--- src/sv/hgs_pkg.sv ---
`timescale 1ns / 1ps

package hgs_pkg;

  localparam int unsigned RingW  = 4;
  localparam int unsigned PosW   = 7;
  localparam int unsigned CellW  = 10;
  localparam int unsigned CoordW = 5;

  // Largest ring count the block enumerates; larger settings saturate
  localparam logic [RingW-1:0] MaxRings = 4'd15;

  // Reset value of the ring count register
  localparam logic [RingW-1:0] RingsReset = 4'd1;

  // Current cell of the walk, as seen by the coordinate logic
  typedef struct packed {
    logic [RingW-1:0] ring;
    logic [PosW-1:0]  pos;
    logic [CellW-1:0] num;
    logic             last;
  } cell_t;

  // Number of cells in ring n: 6n = 4n + 2n
  function automatic logic [PosW-1:0] ring_span(input logic [RingW-1:0] n);
    logic [PosW-1:0] n_ext;
    begin
      n_ext = {{(PosW-RingW){1'b0}}, n};
      return (n_ext << 2) + (n_ext << 1);
    end
  endfunction

endpackage

--- src/sv/hgs_wave.sv ---
`timescale 1ns / 1ps

// Clamped triangle wave over the six sides of ring n, closed form
module hgs_wave
  import hgs_pkg::*;
(
  input  logic [RingW-1:0]         n_i,
  input  logic [PosW-1:0]          k_i,
  output logic signed [CoordW-1:0] w_o
);

  logic signed [PosW:0] n_s;
  logic signed [PosW:0] k_s;
  logic signed [PosW:0] w_full;

  assign n_s = $signed({{(PosW+1-RingW){1'b0}}, n_i});
  assign k_s = $signed({1'b0, k_i});

  // Pick the side: falling edge, bottom flat, rising edge, top flat, falling edge
  always_comb begin
    if (k_s < n_s) begin
      w_full = -k_s;
    end else if (k_s < (n_s <<< 1)) begin
      w_full = -n_s;
    end else if (k_s < (n_s <<< 2)) begin
      w_full = k_s - (n_s <<< 1) - n_s;
    end else if (k_s < (n_s <<< 2) + n_s) begin
      w_full = n_s;
    end else begin
      w_full = (n_s <<< 2) + (n_s <<< 1) - k_s;
    end
  end

  assign w_o = w_full[CoordW-1:0];

endmodule

--- src/sv/hgs_walk.sv ---
`timescale 1ns / 1ps

// Spiral walk state: ring, position in ring and running cell index
module hgs_walk
  import hgs_pkg::*;
(
  input  logic             clk_i,
  input  logic             rst_ni,
  input  logic             adv_i,
  input  logic             restart_i,
  input  logic [RingW-1:0] size_i,
  output cell_t            cell_o
);

  logic [RingW-1:0] ring_q, ring_d;
  logic [PosW-1:0]  pos_q, pos_d;
  logic [CellW-1:0] cell_q, cell_d;

  logic             go_origin;
  logic [RingW-1:0] cur_ring;
  logic [PosW-1:0]  cur_pos;
  logic [CellW-1:0] cur_cell;
  logic             cur_last;
  logic             ring_end;

  // Restart on request, on a ring beyond the grid, or on a position off the ring
  assign go_origin = restart_i || (ring_q > size_i) ||
                     ((ring_q != '0) && (pos_q >= ring_span(ring_q)));

  assign cur_ring = go_origin ? '0 : ring_q;
  assign cur_pos  = go_origin ? '0 : pos_q;
  assign cur_cell = go_origin ? '0 : cell_q;

  assign cur_last = (cur_ring == size_i) &&
                    ((size_i == '0) || (cur_pos == ring_span(size_i) - 1'b1));

  assign ring_end = (cur_ring == '0) || (cur_pos == ring_span(cur_ring) - 1'b1);

  // Next cell: wrap to origin after the last one, else step along the ring or on to the next ring
  always_comb begin
    if (cur_last) begin
      ring_d = '0;
      pos_d  = '0;
      cell_d = '0;
    end else begin
      cell_d = cur_cell + 1'b1;
      if (ring_end) begin
        ring_d = cur_ring + 1'b1;
        pos_d  = '0;
      end else begin
        ring_d = cur_ring;
        pos_d  = cur_pos + 1'b1;
      end
    end
  end

  always_ff @(posedge clk_i or negedge rst_ni) begin
    if (!rst_ni) begin
      ring_q <= '0;
      pos_q  <= '0;
      cell_q <= '0;
    end else if (adv_i) begin
      ring_q <= ring_d;
      pos_q  <= pos_d;
      cell_q <= cell_d;
    end
  end

  assign cell_o.ring = cur_ring;
  assign cell_o.pos  = cur_pos;
  assign cell_o.num  = cur_cell;
  assign cell_o.last = cur_last;

endmodule

--- src/sv/hex_grid_spiral_generator.sv ---
`timescale 1ns / 1ps

// Hexagonal grid spiral generator.
// Every word accepted on the input channel (in_valid_i / in_ready_o) produces
// one word on the output channel (out_valid_o / out_ready_i): the cube
// coordinates of the next cell of the spiral, its ring, its running index and
// a flag on the final cell. restart_i = 1 emits the origin and restarts there;
// after the flagged last cell the walk wraps to the origin by itself.
// cfg_we_i writes the ring count from cfg_wdata_i; write it only
// while no word is in flight.
// The result is registered and shows in the cycle after acceptance.
// Throughput: one word per cycle unless the receiver stalls; the walk state
// and coordinate logic sit between the walk registers and the output register
// with no loop. A stalled receiver holds the output word; a new input word is
// still taken in the cycle the receiver frees the output register.
// Reset: ring count 1, walk at the origin, output register empty.
module hex_grid_spiral_generator
  import hgs_pkg::*;
(
  input  logic                     clk_i,
  input  logic                     rst_ni,
  input  logic                     cfg_we_i,
  input  logic [RingW-1:0]         cfg_wdata_i,
  input  logic                     in_valid_i,
  output logic                     in_ready_o,
  input  logic                     restart_i,
  output logic                     out_valid_o,
  input  logic                     out_ready_i,
  output logic signed [CoordW-1:0] q_coord_o,
  output logic signed [CoordW-1:0] r_coord_o,
  output logic signed [CoordW-1:0] s_coord_o,
  output logic [RingW-1:0]         ring_number_o,
  output logic [CellW-1:0]         cell_number_o,
  output logic                     last_cell_o
);

  logic [RingW-1:0] rings_q;
  logic [RingW-1:0] size;
  logic             accept;
  cell_t            cur;

  logic [PosW:0]    k_sum;
  logic [PosW:0]    span_ext;
  logic [PosW-1:0]  k_rot;

  logic signed [CoordW-1:0] q_w, r_w;
  logic signed [CoordW:0]   s_full;

  logic                     out_valid_q;
  logic signed [CoordW-1:0] q_q, r_q, s_q;
  logic [RingW-1:0]         ring_q;
  logic [CellW-1:0]         cell_q;
  logic                     last_q;

  // Ring count register
  always_ff @(posedge clk_i or negedge rst_ni) begin
    if (!rst_ni) begin
      rings_q <= RingsReset;
    end else if (cfg_we_i) begin
      rings_q <= cfg_wdata_i;
    end
  end

  assign size = (rings_q > MaxRings) ? MaxRings : rings_q;

  assign in_ready_o = !out_valid_q || out_ready_i;
  assign accept     = in_valid_i && in_ready_o;

  hgs_walk u_walk (
    .clk_i     (clk_i),
    .rst_ni    (rst_ni),
    .adv_i     (accept),
    .restart_i (restart_i),
    .size_i    (size),
    .cell_o    (cur)
  );

  // r uses the wave shifted by four sixths of the ring
  assign span_ext = {1'b0, ring_span(cur.ring)};
  assign k_sum    = {1'b0, cur.pos} + {1'b0, ({{(PosW-RingW){1'b0}}, cur.ring} << 2)};
  always_comb begin
    if (k_sum >= span_ext) begin
      k_rot = PosW'(k_sum - span_ext);
    end else begin
      k_rot = k_sum[PosW-1:0];
    end
  end

  hgs_wave u_wave_q (
    .n_i (cur.ring),
    .k_i (cur.pos),
    .w_o (q_w)
  );

  hgs_wave u_wave_r (
    .n_i (cur.ring),
    .k_i (k_rot),
    .w_o (r_w)
  );

  assign s_full = -{q_w[CoordW-1], q_w} - {r_w[CoordW-1], r_w};

  // Output register
  always_ff @(posedge clk_i or negedge rst_ni) begin
    if (!rst_ni) begin
      out_valid_q <= 1'b0;
    end else if (accept) begin
      out_valid_q <= 1'b1;
    end else if (out_ready_i) begin
      out_valid_q <= 1'b0;
    end
  end

  always_ff @(posedge clk_i) begin
    if (accept) begin
      q_q    <= q_w;
      r_q    <= r_w;
      s_q    <= s_full[CoordW-1:0];
      ring_q <= cur.ring;
      cell_q <= cur.num;
      last_q <= cur.last;
    end
  end

  assign out_valid_o   = out_valid_q;
  assign q_coord_o     = q_q;
  assign r_coord_o     = r_q;
  assign s_coord_o     = s_q;
  assign ring_number_o = ring_q;
  assign cell_number_o = cell_q;
  assign last_cell_o   = last_q;

endmodule

--- config.mk ---
export PLATFORM = sky130hd
export DESIGN_NAME = hex_grid_spiral_generator
export DESIGN_NICKNAME = d
export VERILOG_FILES = /design/src/sv/hgs_pkg.sv /design/src/sv/hgs_wave.sv /design/src/sv/hgs_walk.sv /design/src/sv/hex_grid_spiral_generator.sv
export SDC_FILE = /design/constraint.sdc
export NUM_CORES = 1
export LEC_CHECK = 0
export CAP_MARGIN = 20
export CORE_ASPECT_RATIO = 0.9
export CORE_MARGIN = 1
export CORE_UTILIZATION = 50
export CTS_CLUSTER_DIAMETER = 150
export CTS_CLUSTER_SIZE = 25
export DETAILED_ROUTE_END_ITERATION = 7
export DONT_BUFFER_PORTS = 1
export RECOVER_POWER = 50
export SLEW_MARGIN = 10
export SYNTH_ARGS = -nofsm -noshare
export SYNTH_HDL_FRONTEND = slang
export SYNTH_SLANG_ARGS = --single-unit
--- constraint.sdc ---
create_clock -name clk_i -period 22.9 [get_ports clk_i]
set_input_delay 3.435 -clock clk_i [delete_from_list [all_inputs] [get_ports clk_i]]
set_output_delay 3.435 -clock clk_i [all_outputs]
set_load 0.01 [all_outputs]
### Yosys cells after proc, flatten, opt, wreduce, memory -nomap -nowiden

Index checks and enable logic that the tools add are counted.
W data, S select, Z words.

* add/sub/neg operators: 23
* $lt $le $gt $ge: 12
* equal/unequal tests: 3
* muxes and demuxes: 20
* reduce and logical (&&, ||, !) cells: 13

Operators by type and width (count)
* $mux W5: 8
* $sub A5 B5 Y5: 7
* $mux W7: 4
* $add A6 B5 Y7: 3
* $mux W10: 2
* $mux W4: 4
* $neg A5 Y5: 3
* $eq A7 B7 Y1: 2
* $lt A7 B4 Y1: 2
* $lt A7 B5 Y1: 2
* $lt A7 B6 Y1: 2
* $lt A7 B7 Y1: 2
* $sub A7 B1 Y7 const B: 2
* $add A10 B1 Y10 const B: 1
* $add A7 B6 Y8: 1
* $ge A8 B7 Y1: 1
* $logic_not A4 Y1: 2
* $add A6 B4 Y7: 1
* $add A7 B1 Y7 const B: 1
* $ge A7 B7 Y1: 1
* $sub A7 B7 Y7: 1
* $add A5 B5 Y5: 1
* $logic_or A1 B1 Y1: 5
* $neg A4 Y5: 1
* other kinds (9): 12

* flip-flop bits (word level): 56
* output and inout bits: 32
* word-level logic and storage cells: 82

### Depth between registers and ports, before layout

Gate-level depths: netlist (run 1).

* word-level depth: 15
* mapped depth: 47

### Cells and area by module

From an unflattened synthesis (run 1), not the netlist that was laid out.

* cells, all modules: 733
* area, all modules: 6879.1 um^2

By module, submodules not included
* hgs_walk: times used 1, cells each 303, area each 2541.2 um^2, seq. area each 525.5 um^2
* hex_grid_spiral_generator: times used 1, cells each 134, area each 1895.6 um^2, seq. area each 1027.2 um^2
* hgs_wave at u_wave_q: times used 1, cells each 148, area each 1222.4 um^2, seq. area each 0.0 um^2
* hgs_wave at u_wave_r: times used 1, cells each 148, area each 1219.9 um^2, seq. area each 0.0 um^2

### Least setup slack after synthesis (run 1)

No wires, ideal clock.

* path type: input port to flip-flop
* from: input port restart_i
* to: register s_q[4] (netlist: s_coord_o[4]), data pin
* arrival time: 11.395 ns
* setup slack: 11.247 ns
* stages: 37
* cells stage by stage: nor4_1 > buf_2 > clkbuf_1 > clkbuf_1 > nand2_1 > inv_1 > ha_1 > fa_1 > xor2_1 > ha_1 > o21a_1 > o31a_1 > or3_1 > and3_1 > a211o_2 > o21ai_1 > and2_1 > clkbuf_1 > ha_1 > nor2b_1 > o21a_1 > o21a_1 > o21a_1 > o21a_1 > o21ai_0 > or2b_1 > nor2_1 > a211oi_1 > o31ai_1 > mux2i_1 > ha_1 > ha_1 > a21o_1 > a21oi_1 > xnor2_1 > xnor2_1 > xnor2_1

RTL lines
* from (decl): line hex_grid_spiral_generator.sv:26 `input logic restart_i,`
* to (signal assigned): line hex_grid_spiral_generator.sv:118 `s_q <= s_full[CoordW-1:0];`
* to (decl): line hex_grid_spiral_generator.sv:50 `logic signed [CoordW-1:0] q_q, r_q, s_q;`

==> results.cfg, run 1 <==
[placed_design]
placed_cells = 825
gp_congestion = 0.899
io_buffers = 0
dp_hpwl_um = 12600

[timing]
rsz0062_at_grt = no
hold_viol = 0
fin_crit_ns = 13.00
skew_ns = 0.00887
worstMarginPinSlew_ns = 1.73
tns_ns = 0
period_share_pct = 56.8
slew_headroom_pct = -15.1
fmax_ghz = 0.0769
setup_viol = 0
finalMaxSlewViolations = 41

[worst_setup_path]
r2r-end = s_coord_o[4]
cp_common_cell = ha_1
reg2reg_slack_ns = 10.96
crit_slowest_cell = clkbuf_1
cpPeakStageDelay_ns = 1.27
r2r-start = u_walk.ring_q[0]
crit_arrival_ns = 13.05
path_max_fanout = 40
critPathKind = input pin to flop
crit_path_end_kind = flop
required_ns = 22.95
critPathLaunchType = input pin
r2r_cells = 41

[floorplanning]
start_util_pct = 51.6
dieWidth_um = 120
die_y_um = 108
core_um2 = 12100
die_area_um2 = 12900
ios = 42
rows = 38

[logic_synthesis]
synth.top_cell.area_share_pct = 19.3
synth_top_flop_cell = edfxtp_1
yosys_warnings = 0
syn_inst = 678
ys_top_cells_by_area = ha_1 (19%), edfxtp_1 (14%), dfrtp_1 (10%), xnor2_1 (6.5%), fa_1 (4.2%)
synth.distinct_cells = 82
syn_nets = 797
async_flop_share_pct = 46.4
synth-seq-cells = 56
synth-seq-area-share_pct = 24.9
yosys.area.top_type = ha_1
synth_edf_count = 30
synth_area_per_cell_um2 = 9.19
syn_area_um2 = 6230

[routing]
wl_met3_um = 749
vias = 5013
highest_layer = met4
wire_per_inst_um = 19.4
postRouteAntennaNets = 0
met1Wirelength_um = 7990
drtPass1Iterations = 5
drc = 0
wl_met2_um = 7090
avgViaCountPerCell = 6.02
drt_iter0_drc = 355
wirelength_um = 16200

[finish]
seqCellArea_um2 = 1550
fin_cells = 833
drive_gt1_share_pct = 7.28
diodes = 0
final_nets = 791
num-fill-cells = 1122
synthToLayoutAreaGrowth_pct = 5.12
multiInputGateArea_um2 = 4400

[clock_tree]
numCtsBuffers = 5
cts.htree.levels = 2
clkTransAtPathRegs_ns = 0.07
cts_buffer_depth = 2
clock_tree.root_cell = clkbuf_16
cts.repair.resized = 0
postCtsSetupBuffers = 0
postCtsHoldBufs = 0
clk-insertion-delay-late_ns = 0.29
cts.sinks = 56
cts_tree = yes

[grt]
antenna_found_initial = 0
grt_pass1_vias = 4988
grt_start_max_net_pins = 41
overflow = 0
grt_pass1_wl_um = 26300
grt_use_total_pct = 26.2

[status]
violations = capacitance limit, slew limit
status = finished with violations

[hold_path]
whs_endpoint = u_walk.cell_q[9]
hp-class = flop to flop
holdPathStages = 1
hp-start = u_walk.cell_q[9]

[run]
cap_violations = 1
[cell usage after synthesis (12+ instances only)]
| cell type | n |
|---|---|
| ha_1 | 96 |
| inv_1 | 52 |
| nand2_1 | 51 |
| o21ai_0 | 46 |
| xnor2_1 | 46 |
| a21oi_1 | 37 |
| edfxtp_1 | 30 |
| dfrtp_1 | 25 |
| nor2_1 | 24 |
| nand3_1 | 20 |
| nand2b_1 | 16 |
| and2_1 | 15 |
| a21o_1 | 14 |
| clkbuf_1 | 14 |
| fa_1 | 13 |
| o21a_1 | 12 |
[cells in the final DEF (no fill, tap or decap), types with 6 or more instances in the layout]
cell type | synthesis | final
dfrtp_1 | 25 | 25
o21ai_0 | 46 | 46
and2_0 | 0 | 6
o21ai_1 | 7 | 7
nand2b_1 | 16 | 16
a21o_1 | 14 | 14
nand2_1 | 51 | 51
and2_1 | 15 | 9
ha_1 | 96 | 96
nor3_1 | 8 | 8
nor2_1 | 24 | 24
nor2b_1 | 8 | 8
mux2i_1 | 10 | 10
a31oi_1 | 8 | 8
fa_1 | 13 | 13
edfxtp_1 | 30 | 30
inv_1 | 52 | 52
xnor2_1 | 46 | 46
clkbuf_16 | 0 | 6
a21oi_1 | 37 | 37
o21a_1 | 12 | 12
o31ai_1 | 8 | 8
xor2_1 | 11 | 11
nand3_1 | 20 | 20
and3_1 | 9 | 9
or3_1 | 6 | 6
[sequential cells by signal, summed over array words and instances, names as in the netlist]
signal and cells:
ring_number_o 4, u_walk.cell_q 10, rings_q 4, r_coord_o 5
last_cell_o 1, out_valid_o 1, q_coord_o 5, u_walk.pos_q 7
s_coord_o 5, u_walk.ring_q 4, cell_number_o 10
[layer usage]
| layer | track usage, % | vias up |
|---|---|---|
| met1 | 37.0 | 2409 |
| met5 | 0 | - |
| li1 | - | 2420 |
| met2 | 41.5 | 161 |
| met3 | 3.07 | 23 |
| met4 | 8.57 | 0 |
[area by class of cell]
class / count / area share (%)
Multi-Input combinational cell: 550 / 67.1
Sequential cell: 56 / 23.7
Tap cell: 160 / 3.06
Inverter: 53 / 3.04
Clock buffer: 7 / 2.35
Timing Repair Buffer: 6 / 0.573
Clock inverter: 1 / 0.134
[worst max-delay path, delay by kind of cell]
| kind | cells | cell delay (ns) |
|---|---|---|
| buf+inv | 2 | 1.85 |
| mux | 1 | 0.12 |
| compound gates | 11 | 2.19 |
| xor+xnor | 4 | 0.89 |
| simple gates | 9 | 2.75 |
| fa+ha+maj | 6 | 1.80 |
[metrics by stage]
stage	area (µm²)	util, %	setup slack, ns	hold WS (ns)
final	6550	54.2	9.90	0.489
after global routing	6550	54.2	9.01	0.512
after CTS	6560	54.3	11.23	0.489
after detailed placement	6400	53.0	10.94	0.480
after global placement	6400	53.0	11.25	0.460
after floorplan	6230	-	11.25	0.440
[worst max path at each step]
stage                    from      endpoint  slack [ns]
floorplan           restart_i  s_coord_o[4]       11.25
global placement    restart_i  s_coord_o[4]       11.25
detailed placement  restart_i  s_coord_o[4]       10.94
CTS                 restart_i  s_coord_o[4]       11.23
global route        restart_i  s_coord_o[4]        9.01
finish              restart_i  s_coord_o[4]        9.90
[kinds of logic after synthesis]
group	synth area share [%]
flops	24.9
compound gates	19.9
buf+inv	4.60
fa+ha+maj	23.5
xor+xnor	8.38
mux	2.51
simple gates	16.2
Power of run 1 is not shown: default switching activity piles up to over one toggle a cycle in this logic, so the estimate is an artifact.
==> run 2, diff against run 1 <==
- clock period: 22.9 -> 12.19 ns (I/O delays scaled with it)
==> run 2 against run 1 <==
The flow now finishes without violations. Global-route usage decreased by 0.45 points. Sequential share of layout area up 0.095 points. Non-clock buffer count down 1. Wire length shrank 2.3%. Via count shrank 0.40%. Clock skew is 0.0033 ns higher. Largest cell class unchanged. Highest routed layer unchanged.
==> results.cfg, run 2 (same netlist as run 1, synthesis figures left out) <==
[status]
status = completed

[floorplanning]
die_area_um2 = 12900
die_y_um = 108
start_util_pct = 51.6
ios = 42
rows = 38
core_um2 = 12100
dieWidth_um = 120

[worst_setup_path]
critPathLaunchType = flop
crit_start = u_walk.ring_q[2]
required_ns = 12.24
crit_arrival_ns = 11.12
crit_slowest_cell = inv_1
path_max_fanout = 40
cp_common_cell = ha_1
r2r-start = u_walk.ring_q[2]
crit_path_end_kind = flop
critPathKind = flop to flop
cpPeakStageDelay_ns = 0.55

[timing]
period_share_pct = 90.8
finalMaxSlewViolations = 0
rsz0062_at_grt = no
hold_viol = 0
skew_ns = 0.0122
fmax_ghz = 0.0903
slew_headroom_pct = 30.7
fin_crit_ns = 11.07
tns_ns = 0
setup_viol = 0
worstMarginPinSlew_ns = 1.04

[clock_tree]
clock_tree.root_cell = clkbuf_16
numCtsBuffers = 5
cts.sinks = 56
cts_buffer_depth = 2
clk-insertion-delay-late_ns = 0.30
postCtsSetupBuffers = 0
cts.repair.resized = 0
clkTransAtPathRegs_ns = 0.08
postCtsHoldBufs = 0
cts_tree = yes
cts.htree.levels = 2

[grt]
grt_pass1_wl_um = 26000
grt_use_total_pct = 25.8
overflow = 0
grt_start_max_net_pins = 41
grt_pass1_vias = 4930
antenna_found_initial = 0

[run]
cap_violations = 0

[finish]
diodes = 0
drive_gt1_share_pct = 7.14
synthToLayoutAreaGrowth_pct = 4.70
num-fill-cells = 1114
final_nets = 790
final_common_cell = ha_1
layout_common_cells = ha_1 (96), inv_1 (52), nand2_1 (51), xnor2_1 (46), o21ai_0 (46)

[routing]
drtPass1Iterations = 5
postRouteAntennaNets = 0
vias = 4993
wire_per_inst_um = 19.0
drt_iter0_drc = 369
drc = 0
avgViaCountPerCell = 6.00
wirelength_um = 15800

[hold_path]
hp-class = flop to flop
hp-start = u_walk.cell_q[9]

[placed_design]
dp_hpwl_um = 12200
io_buffers = 0
gp_congestion = 0.910
## run 2: cell count changes in the layout (fill, tap and decap cells not counted)
cell / previous run / this run
and2_0: 6 / 3
clkinv_2: 0 / 1
clkbuf_16: 6 / 5
a21oi_1: 37 / 39
clkbuf_1: 3 / 1
and2_1: 9 / 12
clkinv_4: 0 / 1
a21oi_2: 3 / 1
## run 2: final cells by class
cell class,instances,area (µm²),share of cell area [%]
repair buffers,5,33.8,0.518
inverters,53,199,3.05
clock inverters,3,22.5,0.345
well taps,160,200,3.07
flip-flops and latches,56,1550,23.8
clock buffers,5,125,1.92
multi-input cells,550,4390,67.3
## run 2: worst max-delay path: cells and delay by family (launching register included)
kind / cells / cell delay, ns
AOI/OAI and AO/OA: 17 / 3.14
xor gates and xnor gates: 5 / 1.04
adders and majority gates: 8 / 2.49
buffers and inverters: 3 / 1.16
DFF: 1 / 0.53
muxes: 1 / 0.14
and+or+nand+nor: 8 / 2.30
## run 2: worst paths after layout
| check | slack [ns] | depth (start not counted) | to |
|---|---|---|---|
| worst max-delay path | 1.12 | 42 | s_coord_o[4] |
| worst min-delay path | 0.49 | 1 | u_walk.cell_q[9] |
| worst max register to register | 1.12 | 42 | s_coord_o[4] |
| worst min register to register | 0.49 | 1 | u_walk.cell_q[9] |
| max in group asynchronous | 10.81 | 0 | rings_q[0] |
| min in group asynchronous | 1.21 | 0 | u_walk.cell_q[3] |
## run 2: metrics by stage
stage | instance area [µm²] | utilization (%) | hold WS (ns) | cells | setup slack (ns)
final | 6520 | 54.0 | 0.487 | 832 | 1.12
after floorplan | 6230 | - | 0.440 | 678 | 2.05
after detailed placement | 6390 | 52.9 | 0.471 | 824 | 1.31
after global routing | 6520 | 54.0 | 0.490 | 832 | 0.404
after global placement | 6390 | 52.9 | 0.456 | 824 | 1.71
after CTS | 6540 | 54.2 | 0.480 | 832 | 1.29
## run 2: routing by layer
metal	up-vias	track usage (%)	share of wire, %
met1	2397	37.8	50
met3	24	2.97	4.5
li1	2421	-	-
met2	151	40.2	43
met5	-	0	0
met4	0	5.71	1.7
Power of run 2 is left out for the same reason.
==> run 3, diff against run 2 <==
- RECOVER_POWER: 50 -> 100
==> run 3 against run 2 <==
Final area is 0.40% lower. Critical endpoint unchanged. Final cell count stayed put. The run now ends with capacitance limit, slew limit left. First-iteration DRC count is 1.1% lower. Clock skew hardly changed. Critical path depth stayed put. Sequential cell count stayed put. Fmax is 0.82% lower. Count of clock-buffer cells in the layout stayed put. Via count is 0.38% lower.
==> results.cfg, run 3 (same netlist as run 1, synthesis figures left out) <==
[routing]
drc = 0
postRouteAntennaNets = 0
drtPass1Iterations = 5
avgViaCountPerCell = 5.98
wirelength_um = 15800
drt_iter0_drc = 365
wire_per_inst_um = 19.0
vias = 4974

[floorplanning]
dieWidth_um = 120
start_util_pct = 51.6
ios = 42
die_y_um = 108
core_um2 = 12100
rows = 38
die_area_um2 = 12900

[grt]
overflow = 0
grt_start_max_net_pins = 41
grtUsageMet3_pct = 2.97
grt-busiest-layer = met2
grtUsageMet2_pct = 40.2
antenna_found_initial = 0
grt_pass1_vias = 4930
grt_pass1_wl_um = 26000
grt_use_total_pct = 25.8
grt_use_met1_pct = 37.8

[finish]
final_nets = 790
drive_gt1_share_pct = 6.70
layout_common_cells = ha_1 (96), inv_1 (52), nand2_1 (51), o21ai_0 (48), xnor2_1 (46)
num-fill-cells = 1115
final_common_cell = ha_1
synthToLayoutAreaGrowth_pct = 4.28
diodes = 0

[hold_path]
hp-class = flop to flop

[run]
cap_violations = 2

[status]
status = finished with violations
violations = capacitance limit, slew limit

[clock_tree]
cts.sinks = 56
clkTransAtPathRegs_ns = 0.08
clock_tree.root_cell = clkbuf_16
clk-insertion-delay-late_ns = 0.30
cts_tree = yes
cts.repair.resized = 0
cts_buffer_depth = 2
postCtsHoldBufs = 0
cts.htree.levels = 2
numCtsBuffers = 5
postCtsSetupBuffers = 0

[timing]
skew_ns = 0.0120
hold_viol = 0
worstMarginPinSlew_ns = 1.96
fmax_ghz = 0.0896
rsz0062_at_grt = no
setup_viol = 0
slew_headroom_pct = -34.1
period_share_pct = 91.6
finalMaxSlewViolations = 46
fin_crit_ns = 11.16
tns_ns = 0

[worst_setup_path]
critPathKind = flop to flop
crit_path_end_kind = flop
path_max_fanout = 40
required_ns = 12.24
cp_common_cell = ha_1
crit_arrival_ns = 11.21
cpPeakStageDelay_ns = 0.56
critPathLaunchType = flop
crit_slowest_cell = inv_1

[placed_design]
io_buffers = 0
dp_hpwl_um = 12200
gp_congestion = 0.910
-- run 3: cell count changes in the layout (fill, tap and decap cells not counted), sizes merged --
cell and delta:
buf -2, clkbuf +2
-- run 3: worst paths after layout --
kind	cells past startpoint	from	slack, ns	endpoint
worst max register to register	42	u_walk.ring_q[2]	1.03	s_coord_o[4]
min in group asynchronous	0	rst_ni	1.21	u_walk.ring_q[3]
worst min register to register	1	u_walk.cell_q[9]	0.49	u_walk.cell_q[9]
worst min-delay path	1	u_walk.cell_q[9]	0.49	u_walk.cell_q[9]
max in group asynchronous	0	rst_ni	10.80	rings_q[0]
worst max-delay path	42	u_walk.ring_q[2]	1.03	s_coord_o[4]
-- run 3: metal layers --
metal  share of wire, %  vias up
li1                   -     2424
met1                 50     2395
met2                 44      135
met3                4.7       20
met4                1.3        0
met5                  0        -
-- run 3: cell type report --
| cell class | instances | area [µm²] | area share [%] |
|---|---|---|---|
| flip-flops and latches | 56 | 1550 | 23.9 |
| clock buffers | 5 | 125 | 1.93 |
| clock inverters | 3 | 22.5 | 0.347 |
| repair buffers | 5 | 26.3 | 0.404 |
| multi-input cells | 550 | 4370 | 67.3 |
| inverters | 53 | 199 | 3.06 |
| well taps | 160 | 200 | 3.08 |
-- run 3: per-stage QoR --
step	hold slack [ns]	instance area (µm²)	util (%)	instances	worst slack, ns
finish	0.487	6500	53.8	832	1.03
global route	0.490	6500	53.8	832	0.311
CTS	0.480	6540	54.2	832	1.29
floorplan	0.440	6230	-	678	2.05
detailed placement	0.471	6390	52.9	824	1.31
global placement	0.456	6390	52.9	824	1.71
-- run 3: critical path: cells and delay by family (launching register included) --
family                   cells  cell delay (ns)
AND/OR/NAND/NOR              8             2.39
XOR/XNOR                     5             1.03
AO/OA/AOI/OAI               17             3.14
flip-flops                   1             0.54
buffers and inverters        3             1.18
adder cells (fa/ha/maj)      8             2.49
multiplexers                 1             0.14
Power of run 3 is left out for the same reason.
